`config.mk`:
```
export PLATFORM = sky130hd
export DESIGN_NAME = record_varint_serializer_unit
export DESIGN_NICKNAME = d
export VERILOG_FILES = /design/src/hw/rtl/rvs_pkg.sv /design/src/hw/rtl/rvs_ctrl.sv /design/src/hw/rtl/rvs_datapath.sv /design/src/hw/rtl/record_varint_serializer_unit.sv
export SDC_FILE = /design/constraint.sdc
export NUM_CORES = 1
export LEC_CHECK = 0
export BUFFER_PORTS_ARGS = -buffer_cell sky130_fd_sc_hd__buf_2
export CAP_MARGIN = 10
export CORE_MARGIN = 4
export CORE_UTILIZATION = 40
export DETAILED_ROUTE_END_ITERATION = 7
export GPL_TIMING_DRIVEN = 0
export PLACE_DENSITY = 0.68
export SLEW_MARGIN = 20
export SYNTH_ARGS = -nofsm -noshare
export SYNTH_HDL_FRONTEND = slang
export SYNTH_SLANG_ARGS = --single-unit
```
`constraint.sdc`:
```
create_clock -name clk -period 11.6 [get_ports clk]
set_input_delay 1.74 -clock clk [delete_from_list [all_inputs] [get_ports clk]]
set_output_delay 1.74 -clock clk [all_outputs]
set_load 0.05 [all_outputs]
```
`src/hw/rtl/rvs_pkg.sv`:
```
// ----------------------------------------------------------------------------
// Record varint serializer package
// Shared types, byte constants and varint helpers for the record serializer.
// ----------------------------------------------------------------------------
package rvs_pkg;

	// Byte-level constants of the encoding.
	localparam logic [7:0] TOP_KEY_BYTE = 8'h0A;  // field 1, length-delimited
	localparam logic [2:0] WIRE_VARINT  = 3'd0;
	localparam int unsigned NUM_FIELDS  = 6;
	localparam int unsigned GROUP_BITS  = 7;
	localparam int unsigned MAX_GROUPS  = 10;

	// Width of the entry length (at most 26 bytes).
	localparam int unsigned LEN_W = 5;
	// Width of the field index (0 to 5).
	localparam int unsigned FLD_W = 3;
	localparam logic [FLD_W-1:0] LAST_FIELD = FLD_W'(NUM_FIELDS - 1);

	// One input record.
	typedef struct packed {
		logic [15:0] rnti;
		logic [63:0] time_us;
		logic [11:0] ta_value;
		logic [7:0]  source;
		logic        attached;
		logic [9:0]  ue_idx;
	} rec_t;

	// One encoded output byte.
	typedef struct packed {
		logic [7:0] out_byte;
		logic       last_byte;
	} enc_t;

	// Controller states.
	typedef enum logic [2:0] {
		ST_IDLE,
		ST_HDR,
		ST_LEN,
		ST_KEY,
		ST_VAL
	} state_t;

	// Byte source selected by the controller.
	typedef enum logic [1:0] {
		SEL_HDR,
		SEL_LEN,
		SEL_KEY,
		SEL_VAL
	} sel_t;

	// Commands from the controller to the datapath.
	typedef struct packed {
		logic load;
		logic emit;
		sel_t sel;
	} cmd_t;

	// Status from the datapath to the controller.
	typedef struct packed {
		logic out_free;
		logic val_last;
		logic field_last;
	} status_t;

	// Number of varint bytes needed for a value: one per 7-bit group up to
	// the highest nonzero group, and at least one.
	function automatic logic [3:0] varint_bytes(input logic [63:0] v);
		logic [3:0] n;
		n = 4'd1;
		for (int g = 1; g < MAX_GROUPS; g++) begin
			if ((v >> (GROUP_BITS * g)) != 64'd0) begin
				n = 4'(g + 1);
			end
		end
		return n;
	endfunction

endpackage

```
`src/hw/rtl/rvs_ctrl.sv`:
```
// ----------------------------------------------------------------------------
// Record serializer controller
// Sequences header, length, and key/value bytes of each record.
// ----------------------------------------------------------------------------
module rvs_ctrl (
	input  logic             clk,
	input  logic             arst_n,
	input  logic             rec_valid,
	output logic             rec_stall,
	input  rvs_pkg::status_t status,
	output rvs_pkg::cmd_t    cmd
);
	import rvs_pkg::*;

	state_t state_q;
	state_t state_d;

	// State register.
	always_ff @(posedge clk or negedge arst_n) begin
		if (!arst_n) begin
			state_q <= ST_IDLE;
		end else begin
			state_q <= state_d;
		end
	end

	// Next-state logic; each non-idle state moves on when a byte is emitted, ST_VAL only on a value's last byte.
	always_comb begin
		state_d = state_q;
		unique case (state_q)
			ST_IDLE: begin
				if (rec_valid) begin
					state_d = ST_HDR;
				end
			end
			ST_HDR: begin
				if (status.out_free) begin
					state_d = ST_LEN;
				end
			end
			ST_LEN: begin
				if (status.out_free) begin
					state_d = ST_KEY;
				end
			end
			ST_KEY: begin
				if (status.out_free) begin
					state_d = ST_VAL;
				end
			end
			ST_VAL: begin
				if (status.out_free && status.val_last) begin
					state_d = status.field_last ? ST_IDLE : ST_KEY;
				end
			end
			default: state_d = ST_IDLE;
		endcase
	end

	// Output logic.
	always_comb begin
		rec_stall = 1'b1;
		cmd.load  = 1'b0;
		cmd.emit  = 1'b0;
		cmd.sel   = SEL_HDR;
		unique case (state_q)
			ST_IDLE: begin
				rec_stall = 1'b0;
				cmd.load  = rec_valid;
			end
			ST_HDR: begin
				cmd.emit = status.out_free;
				cmd.sel  = SEL_HDR;
			end
			ST_LEN: begin
				cmd.emit = status.out_free;
				cmd.sel  = SEL_LEN;
			end
			ST_KEY: begin
				cmd.emit = status.out_free;
				cmd.sel  = SEL_KEY;
			end
			ST_VAL: begin
				cmd.emit = status.out_free;
				cmd.sel  = SEL_VAL;
			end
			default: begin
				rec_stall = 1'b1;
			end
		endcase
	end

endmodule

```
`src/hw/rtl/rvs_datapath.sv`:
```
// ----------------------------------------------------------------------------
// Record serializer datapath
// Holds the record, the entry length, the varint shifter and the output byte.
// ----------------------------------------------------------------------------
module rvs_datapath (
	input  logic             clk,
	input  logic             arst_n,
	input  rvs_pkg::rec_t    rec,
	input  logic             enc_stall,
	output logic             enc_valid,
	output rvs_pkg::enc_t    enc,
	input  rvs_pkg::cmd_t    cmd,
	output rvs_pkg::status_t status
);
	import rvs_pkg::*;

	rec_t             rec_q;
	logic [LEN_W-1:0] len_q;
	logic [FLD_W-1:0] fld_q;
	logic [63:0]      val_q;
	logic             out_valid_q;
	enc_t             out_q;

	logic [LEN_W-1:0] len_d;
	logic [63:0]      fld_val;
	logic             val_last;
	logic [7:0]       byte_d;
	logic [FLD_W-1:0] fld_num;

	// Entry length: six one-byte keys plus the varint length of each value.
	always_comb begin
		len_d = LEN_W'(NUM_FIELDS)
			+ LEN_W'(varint_bytes(64'(rec.rnti)))
			+ LEN_W'(varint_bytes(rec.time_us))
			+ LEN_W'(varint_bytes(64'(rec.ta_value)))
			+ LEN_W'(varint_bytes(64'(rec.source)))
			+ LEN_W'(varint_bytes(64'(rec.attached)))
			+ LEN_W'(varint_bytes(64'(rec.ue_idx)));
	end

	// Value of the current field, zero extended.
	always_comb begin
		unique case (fld_q)
			3'd0:    fld_val = 64'(rec_q.rnti);
			3'd1:    fld_val = rec_q.time_us;
			3'd2:    fld_val = 64'(rec_q.ta_value);
			3'd3:    fld_val = 64'(rec_q.source);
			3'd4:    fld_val = 64'(rec_q.attached);
			3'd5:    fld_val = 64'(rec_q.ue_idx);
			default: fld_val = 64'd0;
		endcase
	end

	assign val_last = (val_q[63:GROUP_BITS] == '0);
	assign fld_num  = fld_q + FLD_W'(1);

	// Byte selected for emission.
	always_comb begin
		unique case (cmd.sel)
			SEL_HDR: byte_d = TOP_KEY_BYTE;
			SEL_LEN: byte_d = 8'(len_q);
			SEL_KEY: byte_d = {2'b00, fld_num, WIRE_VARINT};
			SEL_VAL: byte_d = {~val_last, val_q[GROUP_BITS-1:0]};
			default: byte_d = 8'd0;
		endcase
	end

	// Record, length, field index and varint shifter.
	always_ff @(posedge clk) begin
		if (cmd.load) begin
			rec_q <= rec;
			len_q <= len_d;
			fld_q <= '0;
		end else if (cmd.emit) begin
			if (cmd.sel == SEL_KEY) begin
				val_q <= fld_val;
			end else if (cmd.sel == SEL_VAL) begin
				val_q <= val_q >> GROUP_BITS;
				if (val_last) begin
					fld_q <= fld_num;
				end
			end
		end
	end

	// Output register: valid flag with reset, payload without.
	always_ff @(posedge clk or negedge arst_n) begin
		if (!arst_n) begin
			out_valid_q <= 1'b0;
		end else if (cmd.emit) begin
			out_valid_q <= 1'b1;
		end else if (!enc_stall) begin
			out_valid_q <= 1'b0;
		end
	end

	always_ff @(posedge clk) begin
		if (cmd.emit) begin
			out_q.out_byte  <= byte_d;
			out_q.last_byte <= (cmd.sel == SEL_VAL) && val_last && (fld_q == LAST_FIELD);
		end
	end

	assign enc_valid         = out_valid_q;
	assign enc               = out_q;
	assign status.out_free   = !out_valid_q || !enc_stall;
	assign status.val_last   = val_last;
	assign status.field_last = (fld_q == LAST_FIELD);

endmodule

```
`src/hw/rtl/record_varint_serializer_unit.sv`:
```
// ----------------------------------------------------------------------------
// Record varint serializer unit
// Encodes one timing-advance record per transaction as a protocol-buffer
// message and streams it out one byte per transaction.
// ----------------------------------------------------------------------------
// Each record becomes a key byte 0x0A, a one-byte entry length, and six
// key/varint pairs; the last byte of the record has last_byte set. Bytes leave
// through an output register at one per cycle while the output is not
// stalled. A record's encoded length is its entry length plus two, 14 to
// 28 bytes; the idle controller first takes the record, then emits its
// bytes one per cycle while the output is free. A new
// record is taken in the cycle after the previous record's final byte has
// been moved into the output register, while that byte may still be waiting.
module record_varint_serializer_unit (
	input  logic          clk,
	input  logic          arst_n,
	input  logic          rec_valid,
	output logic          rec_stall,
	input  rvs_pkg::rec_t rec,
	output logic          enc_valid,
	input  logic          enc_stall,
	output rvs_pkg::enc_t enc
);
	import rvs_pkg::*;

	cmd_t    cmd;
	status_t status;

	// Sequencer.
	rvs_ctrl u_ctrl (
		.clk       (clk),
		.arst_n    (arst_n),
		.rec_valid (rec_valid),
		.rec_stall (rec_stall),
		.status    (status),
		.cmd       (cmd)
	);

	// Record storage, byte generation and output register.
	rvs_datapath u_datapath (
		.clk       (clk),
		.arst_n    (arst_n),
		.rec       (rec),
		.enc_stall (enc_stall),
		.enc_valid (enc_valid),
		.enc       (enc),
		.cmd       (cmd),
		.status    (status)
	);

endmodule

```
Yosys cells after proc, flatten, opt, wreduce, memory -nomap -nowiden. Cells that the tools add are included.

Register bits after elaboration: 196. Output and inout port bits: 11.

Add/sub/neg operators: 7. Equality and inequality tests: 18. Multiplexer cells: 30. Bitwise gates (word level): 3. Reductions and logical operators: 26.

Operators with widths (number): nonzero test 64 bit (12); case mux 64 bit (6 select lines) (1); 2-to-1 mux 64 bit (2); logical NOT 57 bit (1); 2-to-1 mux 4 bit (9); case mux 8 bit (4 select lines) (1); adder 5 x 4 -> 5 bit (4); 2-to-1 mux 3 bit (5); case mux 3 bit (5 select lines) (1); == test 3 x 2 -> 1 bit (second input constant) (4); 2-to-1 mux 2 bit (6); case mux 3 bit (4 select lines) (1); != test 2 x 1 -> 1 bit (second input constant) (5); == test 3 bit (second input constant) (3); == test 3 x 1 -> 1 bit (second input constant) (2); logical NOT 3 bit (2); adder 3 x 4 -> 5 bit (first input constant) (1); adder 5 x 1 -> 5 bit (second input constant) (1); AND reduction 5 bit (1); == test 2 bit (second input constant) (2); 2-to-1 mux 1 bit (4); AND reduction 4 bit (1); adder 3 x 1 -> 3 bit (second input constant) (1); logical AND 1 bit (3); other kinds (8) (11).

Logic depth before layout (Yosys ltp). Gate-level depths: netlist of the first run.

Depth after elaboration: 15. Mapped depth: 13. Mapped depth without buffers: 13.

By module. From an unflattened synthesis of the first run, not the netlist that was laid out.

Cell total of the unflattened synthesis: 509. Area, all modules: 8081.5 sq um.

Modules (own cells, without submodules): rvs_datapath (times used 1, cells each 478, area each 7810.0 sq um, sequential area each 5760.5 sq um); rvs_ctrl (times used 1, cells each 31, area each 271.5 sq um, sequential area each 75.1 sq um).

Worst setup path after synthesis of the first run. OpenSTA, ideal clock, no wires.

Path type: input-to-reg. Start: input port enc_stall. End: register u_datapath.val_q[0], enable pin. Arrival time: 5.183 ns. Slack: 5.910 ns. Cell stages on the path: 3. Path buffers: 1. Cell sequence: and2_1 > buf_1 > a21oi_1.

Word-level cells in the longest chain between the ends: 4.

Ends and longest elaborated chain: from (decl) (line record_varint_serializer_unit.sv:21) `input logic enc_stall,`; logical NOT 1 bit (line rvs_datapath.sv:106) `assign status.out_free = !out_valid_q || !enc_stall;`; logical OR 1 bit (line rvs_datapath.sv:106); case mux 3 bit (4 select lines) (line rvs_ctrl.sv:66) `unique case (state_q)`; AND reduction 3 bit (no line); to (signal assigned) (line rvs_datapath.sv:76) `val_q <= fld_val;`; to (signal assigned) (line rvs_datapath.sv:78) `val_q <= val_q >> GROUP_BITS;`; to (decl) (line rvs_datapath.sv:20) `logic [63:0] val_q;`.

Every way passes these cells. A chain may end at the register's enable or synchronous reset.

Final worst setup path of the first run.
Start: input port rec[91] (netlist bit). End: register u_datapath.len_q[4], data pin.

Word-level cells in the longest chain between the ends: 15. Elaborated cells between the ends (all ways): 22. Those cells by class: add/sub (5); mux (9); reduce/logical (8).

Ends and longest elaborated chain: from (decl) (line record_varint_serializer_unit.sv:19) `input rvs_pkg::rec_t rec,`; nonzero test 64 bit (line rvs_pkg.sv:73) `if ((v >> (GROUP_BITS * g)) != 64'd0) begin`; 2-to-1 mux 2 bit (line rvs_pkg.sv:73); 2-to-1 mux 4 bit (6 in series) (line rvs_pkg.sv:73); 2-to-1 mux 4 bit (*) (2 in series) (line rvs_pkg.sv:73); adder 5 x 4 -> 5 bit (*) (line rvs_datapath.sv:34) `+ LEN_W'(varint_bytes(rec.time_us))`; adder 5 x 4 -> 5 bit (*) (line rvs_datapath.sv:35) `+ LEN_W'(varint_bytes(64'(rec.ta_value)))`; adder 5 x 4 -> 5 bit (*) (line rvs_datapath.sv:36) `+ LEN_W'(varint_bytes(64'(rec.source)))`; adder 5 x 1 -> 5 bit (*) (line rvs_datapath.sv:37) `+ LEN_W'(varint_bytes(64'(rec.attached)))`; adder 5 x 4 -> 5 bit (*) (line rvs_datapath.sv:38) `+ LEN_W'(varint_bytes(64'(rec.ue_idx)));`; net u_datapath.len_d[4] (line rvs_datapath.sv:24) `logic [LEN_W-1:0] len_d;`; to (signal assigned) (line rvs_datapath.sv:72) `len_q <= len_d;`; to (decl) (line rvs_datapath.sv:18) `logic [LEN_W-1:0] len_q;`.

The timed path passes the listed nets; every way through them passes the cells marked *.

==> results.txt, run 1 <==
Post-CTS Setup Bufs: 0
mapped cell area: 8120 um2
WL/cell: 18.0 um
pin count of the biggest net entering global routing: 55
Synth Instances: 609
Hold Path Class: reg2reg
placed insts: 1,003
max_slew headroom: 0.482
Core ar.: 19,700 um2
WHS: 536 ps
worst-path fanout max: 6
post-synthesis cell type with the largest combined area: edfxtp_1
RSZ-0062 raised after global routing: no
DIE AREA: 22,600 um2
GPL Wtd Cong: 0.827
worst reg2reg path endpoint: u_datapath.val_q[55]
Final Critical Period: 4880 ps
# fillers: 1,736
Initial DRC Count: 573
crit path DAT: 5140 ps
R2R depth: 7
number of remaining DRC errors: 0
I/O pin total: 126
ys flop type: edfxtp_1
Root Driver: clkbuf_16
number of buffers created by CTS: 17
Distinct cells, synth: 45
clock slew at reported path FFs: 70 ps
die height: 150 um
Critical Path Max Stage Delay: 550 ps
clk_lat worst skew: 430 ps
non-filler cells, final: 1,037
vias in the first global route: 5,408
P&R area growth vs syn: 20.1%
peak supply drop: 0.123 mV
H-tree Lvls: 4
fin. max-slew vios: 0
asr flop ratio synth: 0.0204
Worst Hold Path EP: u_datapath.val_q[21]
Setup CP Type: in2reg
first-pass GRT wire length: 28,600 um
initial antenna violation count: 2
Hold Startpoint: u_datapath.rec_q[52]
routed wire length: 18,700 um
outcome: completed
grt ovf: 0
hold path depth: 2
Fin. Hold Viols: 0
CTS tree: yes
via count: 5,489
CTS sink count: 196
Cell Chain, Critical Path: buf_2 > or4_4 > nor4_4 > inv_2 > o31a_1 > fa_1 > inv_1 > fa_1 > inv_1 > fa_1 > inv_1 > a21o_1 > a21oi_1 > xor2_1
Yosys reg bits: 196
Leak: 3.69 nW
Critical Path Start: rec[91]
DP HPWL: 13,800 um
worst path required time: 11,860 ps
startpoint types: primary input
YS warnings: 0
Fin Clk Skew: 8.97 ps
sequential share of the synthesized area: 0.719
Syn Nets: 743
Initial Util: 0.412
Hold Buf Count CTS: 0
worst r2r src: u_ctrl.state_q[1]
Setup violations, final: 0
row cnt: 51
Slowest-stage cell, CP: or4_4
GR Util All Layers: 0.168
Max Root-Sink Buffers: 2
synth top area cells: edfxtp_1 (70%), nand2_1 (6.0%), nand3_1 (3.2%)
Setup TNS Final: 0 ps
TritonRoute pass-1 iters: 7
fmax: 205 MHz
quantity of gates resized following cts: 0
port bufs: 125
layout cells sized above 1: 0.222
pwr/cell area: 216 nW/um2
Post-DRT Antenna Nets: 0
post-synthesis average cell area: 13.3 um2
Slew @ Worst Pin: 775 ps
maximum capacitance violations: 0
nets: 891
period utilization: 0.421
Via density: 5.29
Die W: 150 um
Post-synth EDFFs: 189
R2R setup slack: 8730 ps
share of the synthesized area in the top cell type: 0.699
Crit. End Element: flop
## kinds of logic after synthesis
kind of cell | after synthesis | synth area share
compound gates | 78 | 0.0672
xor+xnor | 5 | 0.00539
fa+ha+maj | 19 | 0.0330
buf+inv | 46 | 0.0216
flops | 196 | 0.719
mux | 1 | 0.00139
simple gates | 264 | 0.153
## worst max-delay path by stage
stage,to,slack (ps),cells after the start
2_1_floorplan,u_datapath.val_q[0],5910,3
3_3_place_gp,u_datapath.val_q[57],4420,4
3_5_place_dp,u_datapath.len_q[4],6260,14
4_1_cts,u_datapath.len_q[4],6700,14
5_1_grt,u_datapath.len_q[4],6480,14
6_report,u_datapath.len_q[4],6720,14
## worst max-delay path: cells and delay by family
kind,cells,cell delay (ps)
simple gates,2,1090
fa+ha+maj,3,1040
compound gates,3,710
buf+inv,5,370
xor+xnor,1,210
## report_power, final
group          internal [mW]  leakage (nW)  total [mW]  switching, mW
Combinational          0.131          1.61       0.468          0.337
Sequential              1.02          1.82        1.09         0.0669
Clock                  0.302         0.263       0.553          0.251
Total                   1.45          3.69        2.11          0.656
## per-layer routing
layer | up-vias | share of wire | global-route usage
met3 | 30 | 0.064 | 0.0394
met5 | - | 0 | 0
met4 | 0 | 0.022 | 0.0558
li1 | 2602 | - | -
met2 | 203 | 0.48 | 0.266
met1 | 2654 | 0.43 | 0.229
## synth_stat cells, types with 8 or more instances
cell	number
a222oi_1	12
inv_1	12
nand2_1	129
and3_1	10
edfxtp_1	189
o31ai_1	9
clkbuf_1	30
nor4_1	19
o21ai_0	17
nor2_1	18
nand4_1	8
nand3_1	52
nor3_1	12
ha_1	15
a21oi_1	13
a22oi_1	14
## metrics by stage
step / worst slack [ps] / util / cell area (um2) / power, mW
after CTS: 6700 / 0.494 / 9750 / 2.12
after detailed placement: 6260 / 0.466 / 9190 / 1.57
final: 6720 / 0.495 / 9750 / 2.11
after global placement: 4420 / 0.460 / 9080 / 1.56
after floorplan: 5910 / - / 8120 / 1.40
after global routing: 6480 / 0.495 / 9750 / 2.21
## registers in the layout, summed over array words and instances, names as in the netlist
register and flops:
u_datapath.rec_q 111, u_datapath.val_q 64, u_datapath.enc 9, u_datapath.len_q 5
u_ctrl.state_q 3, u_datapath.fld_q 3, u_datapath.enc_valid 1
## layout make-up
type	instances	area [um2]	area share
sequential	196	5840	0.598
multi-input combinational	367	2120	0.217
timing repair buffer	129	728	0.0747
clock buffer	20	447	0.0458
tap	265	332	0.0340
buffer	33	130	0.0133
clock inverter	12	106	0.0109
inverter	13	48.8	0.00500
antenna	2	5.00	0.000513
## placed cells by master (no fill, tap or decap), types with 8 or more instances in the layout
master / n
clkbuf_1: 31
a22oi_1: 14
o31ai_1: 9
a21oi_1: 12
ha_1: 15
nor4_1: 19
nor3_1: 12
clkbuf_16: 17
and3_1: 10
buf_2: 126
edfxtp_1: 189
nand4_1: 8
nand3_1: 52
inv_1: 12
nor2_1: 18
o21ai_0: 17
nand2_1: 129
a222oi_1: 12
Power figures use the tool's default switching activity.
==> inputs of run 2 (changes only) <==
==> constraint.sdc (replaced) <==
create_clock -name clk -period 4.8 [get_ports clk]
set_input_delay 0.72 -clock clk [delete_from_list [all_inputs] [get_ports clk]]
set_output_delay 0.72 -clock clk [all_outputs]
set_load 0.05 [all_outputs]
==> results.txt, run 2 (synthesis results as in run 1) <==
Post-DRT Antenna Nets: 0
P&R area growth vs syn: 21.2%
worst r2r src: u_datapath.fld_q[1]
Placement Cell Area: 9220 um2
pin count of the biggest net entering global routing: 60
Hold Buf Count CTS: 0
Fin Clk Skew: 15.9 ps
Int Power: 3.69 mW
worst-path fanout max: 6
WHS: 85.5 ps
met1 Use GR: 0.229
Total Power: 5.27 mW
max_slew headroom: 0.536
Hold Path Class: in2async
pwr/cell area: 536 nW/um2
Critical Path Start: rec[91]
vias in the first global route: 5,501
Setup violations, final: 0
Initial DRC Count: 552
Core Util, Final: 0.499
R2R setup slack: 1990 ps
combinational share of power: 0.218
Sw Share: 0.301
most common cell after layout, fill and taps aside: edfxtp_1
NetSw: 1.59 mW
peak supply drop: 0.300 mV
Fin. Hold Viols: 0
post-layout instance area: 9840 um2
DIE AREA: 22,600 um2
GPL Wtd Cong: 0.828
clock slew at reported path FFs: 70 ps
quantity of gates resized following cts: 0
GR Util All Layers: 0.172
non-filler cells, final: 1,037
clk_lat worst skew: 440 ps
max reg flops: 111
I/O pin total: 126
worst path required time: 5040 ps
number of buffers created by CTS: 17
port bufs: 125
CTS sink count: 196
Leak: 3.74 nW
GRT Max-Usage Layer: met2
Die W: 150 um
via count: 5,452
Initial Util: 0.412
DP HPWL: 14,100 um
Setup CP Type: in2reg
fin worst setup slack: 834 ps
clock power share: 0.283
maximum capacitance violations: 0
period utilization: 0.826
number of remaining DRC errors: 0
met2 GRT Util: 0.270
Max Root-Sink Buffers: 2
outcome: completed
Top reg by flops: u_datapath.rec_q
met3 GRT Util: 0.0406
routed wire length: 19,000 um
die height: 150 um
layout cells sized above 1: 0.219
Final Critical Period: 3970 ps
Slew @ Worst Pin: 690 ps
row cnt: 51
WL/cell: 18.4 um
grt ovf: 0
R2R depth: 9
Crit. End Element: flop
fmax: 252 MHz
fin. max-slew vios: 0
TritonRoute pass-1 iters: 6
# fillers: 1,698
commonest non-fill, non-tap cells in the layout: edfxtp_1 (189), nand2_1 (129), buf_2 (126)
nets: 892
H-tree Lvls: 4
Critical Path Sink: u_datapath.len_q[4]
Seq pwr share: 0.499
RSZ-0062 raised after global routing: no
Root Driver: clkbuf_16
worst reg2reg path endpoint: u_datapath.val_q[54]
startpoint types: primary input
first-pass GRT wire length: 29,100 um
Via density: 5.26
Post-CTS Setup Bufs: 0
Place WS: 419 ps
crit path DAT: 4200 ps
Core ar.: 19,700 um2
CTS tree: yes
placed insts: 1,004
Setup TNS Final: 0 ps
initial antenna violation count: 2
[run 2: critical path, stage by stage]
cell,delay (ps)
buf_2,100
or4_4,550
nor4_4,540
inv_2,40
o31a_1,360
fa_1,400
inv_1,80
fa_1,450
inv_1,90
fa_1,190
inv_1,40
a21o_1,160
a21oi_1,180
xor2_1,280
[run 2: power groups by stage]
stage	Combinational (mW)	Sequential, mW	Clock [mW]
global placement	1.04	2.72	0
floorplan	0.596	2.79	0
CTS	1.16	2.63	1.51
global route	1.28	2.67	1.57
finish	1.15	2.63	1.49
detailed placement	1.15	2.66	0
[run 2: area by class of cell]
cell class / instances / area (um2) / area share
well taps: 265 / 332 / 0.0337
flip-flops and latches: 196 / 5840 / 0.593
clock inverters: 9 / 155 / 0.0158
inverters: 13 / 48.8 / 0.00496
repair buffers: 130 / 756 / 0.0768
diodes: 1 / 2.50 / 0.000254
plain buffers: 33 / 130 / 0.0132
multi-input cells: 367 / 2120 / 0.215
clock buffers: 23 / 458 / 0.0466
[run 2: worst min path at each step]
stage / startpoint / to / depth (start not counted)
global placement: u_datapath.val_q[58] / u_datapath.val_q[51] / 2
global route: arst_n / u_ctrl.state_q[0] / 1
finish: arst_n / u_ctrl.state_q[2] / 1
CTS: arst_n / u_ctrl.state_q[0] / 1
floorplan: arst_n / u_ctrl.state_q[0] / 0
detailed placement: u_datapath.rec_q[60] / u_datapath.val_q[29] / 2
[run 2: layer usage]
layer,vias up,share of wire
met3,33,0.062
met1,2620,0.43
li1,2608,-
met2,189,0.48
met5,-,0.00037
met4,2,0.026
==> inputs of run 3 (changes only) <==
--- a/config.mk
+++ b/config.mk
@@ -11,7 +11,7 @@
 export CORE_UTILIZATION = 40
 export DETAILED_ROUTE_END_ITERATION = 7
 export GPL_TIMING_DRIVEN = 0
-export PLACE_DENSITY = 0.68
+export PLACE_DENSITY = 0.7
 export SLEW_MARGIN = 20
 export SYNTH_ARGS = -nofsm -noshare
 export SYNTH_HDL_FRONTEND = slang
==> constraint.sdc (replaced) <==
create_clock -name clk -period 3.6 [get_ports clk]
set_input_delay 0.54 -clock clk [delete_from_list [all_inputs] [get_ports clk]]
set_output_delay 0.54 -clock clk [all_outputs]
set_load 0.05 [all_outputs]
==> results.txt, run 3 (synthesis results as in run 1) <==
Hold Path Class: in2reg
Critical Path Sink: u_datapath.len_q[4]
Setup CP Type: in2reg
pwr/cell area: 702 nW/um2
port bufs: 125
TritonRoute pass-1 iters: 6
number of buffers created by CTS: 17
worst-path fanout max: 4
fin. max-slew vios: 0
max reg flops: 111
Top reg by flops: u_datapath.rec_q
Initial Util: 0.412
DP HPWL: 13,800 um
GPL Wtd Cong: 0.836
clock slew at reported path FFs: 70 ps
# fillers: 1,677
Fin. Hold Viols: 0
worst path required time: 3850 ps
first-pass GRT wire length: 29,400 um
worst reg2reg path endpoint: u_datapath.val_q[37]
Crit. End Element: flop
WHS: 280 ps
H-tree Lvls: 4
period utilization: 0.972
max_slew headroom: 0.510
peak supply drop: 0.439 mV
DIE AREA: 22,600 um2
row cnt: 51
Final Critical Period: 3500 ps
R2R setup slack: 760 ps
Met2 Wirelength: 9310 um
pin count of the biggest net entering global routing: 84
fmax: 286 MHz
vias in the first global route: 5,584
Total Power: 6.91 mW
Fin Clk Skew: 7.24 ps
most common cell after layout, fill and taps aside: edfxtp_1
Via density: 5.27
Initial DRC Count: 538
Multi-input gate area: 2130 um2
nets: 896
maximum capacitance violations: 0
CTS sink count: 196
Critical Path Start: rec[91]
clk_lat worst skew: 430 ps
initial antenna violation count: 1
layout cells sized above 1: 0.231
commonest non-fill, non-tap cells in the layout: edfxtp_1 (189), nand2_1 (129), buf_2 (126)
outcome: completed
grt ovf: 0
routed wire length: 18,700 um
I/O pin total: 126
startpoint types: primary input
Slew @ Worst Pin: 728 ps
Post-DRT Antenna Nets: 0
via count: 5,481
CTS tree: yes
die height: 150 um
metal3 WL: 1400 um
number of remaining DRC errors: 0
crit path DAT: 3750 ps
R2R depth: 9
worst r2r src: u_datapath.fld_q[1]
FF/Latch Area: 5840 um2
Leak: 3.73 nW
Root Driver: clkbuf_16
GR Util All Layers: 0.172
P&R area growth vs syn: 21.2%
met1 WL: 7560 um
Setup violations, final: 0
Max Root-Sink Buffers: 2
Die W: 150 um
Core ar.: 19,700 um2
WL/cell: 18.0 um
Top Layer Used: met4
## run 3: metal layers
layer / track usage / up-vias
met2: 0.282 / 215
met1: 0.221 / 2620
met5: 0 / -
met4: 0.0567 / 0
met3: 0.0464 / 31
li1: - / 2615
## run 3: timing repair
| item | in CTS | in global routing |
|---|---|---|
| gates resized for setup | 0 | 3 |
| hold buffers | 1 | 0 |
| setup endpoints to repair | 1 | 2 |
| pin swaps | 1 | 4 |
| hold endpoints to repair | 4 | 0 |
| setup buffers | 3 | 1 |
## run 3: critical path: stages
cell and delay (ps):
buf_2 110, or4_4 550, nor4_4 250, buf_4 180, inv_2 30, o31a_1 320, fa_2 370, inv_2 60
fa_1 450, inv_2 80, fa_2 210, inv_1 40, a21o_1 180, a21oi_2 140, xor2_1 230
## run 3: power by group
group | internal [mW] | switching [mW]
clock | 1.04 | 0.838
sequential | 3.29 | 0.223
combinational | 0.435 | 1.09
## run 3: worst min path at each step
stage / startpoint / end / slack [ps] / cells past startpoint
floorplan: arst_n / u_ctrl.state_q[0] / 240 / 0
global placement: arst_n / u_datapath.enc_valid / 350 / 1
detailed placement: arst_n / u_ctrl.state_q[0] / 350 / 1
CTS: rec[96] / u_datapath.rec_q[96] / 260 / 1
global route: rec[33] / u_datapath.rec_q[33] / 260 / 1
finish: rec[19] / u_datapath.rec_q[19] / 280 / 1
## run 3: final cells by class
| type | instances | share of cell area |
|---|---|---|
| plain buffers | 33 | 0.0139 |
| repair buffers | 134 | 0.0788 |
| multi-input cells | 367 | 0.216 |
| clock buffers | 19 | 0.0440 |
| flip-flops and latches | 196 | 0.593 |
| diodes | 1 | 0.000254 |
| clock inverters | 13 | 0.0150 |
| well taps | 265 | 0.0337 |
| inverters | 13 | 0.00496 |
## run 3: per-stage QoR
stage / utilization / std cells / setup TNS (ps) / setup WS, ps / cell area (um2)
floorplan: - / 609 / 0 / 17.4 / 8130
global placement: 0.461 / 999 / -70210 / -1090 / 9090
detailed placement: 0.467 / 1003 / -1020 / -444 / 9210
CTS: 0.498 / 1039 / 0 / 118 / 9830
global route: 0.499 / 1041 / -3.88 / -3.88 / 9840
finish: 0.499 / 1041 / 0 / 99.7 / 9840
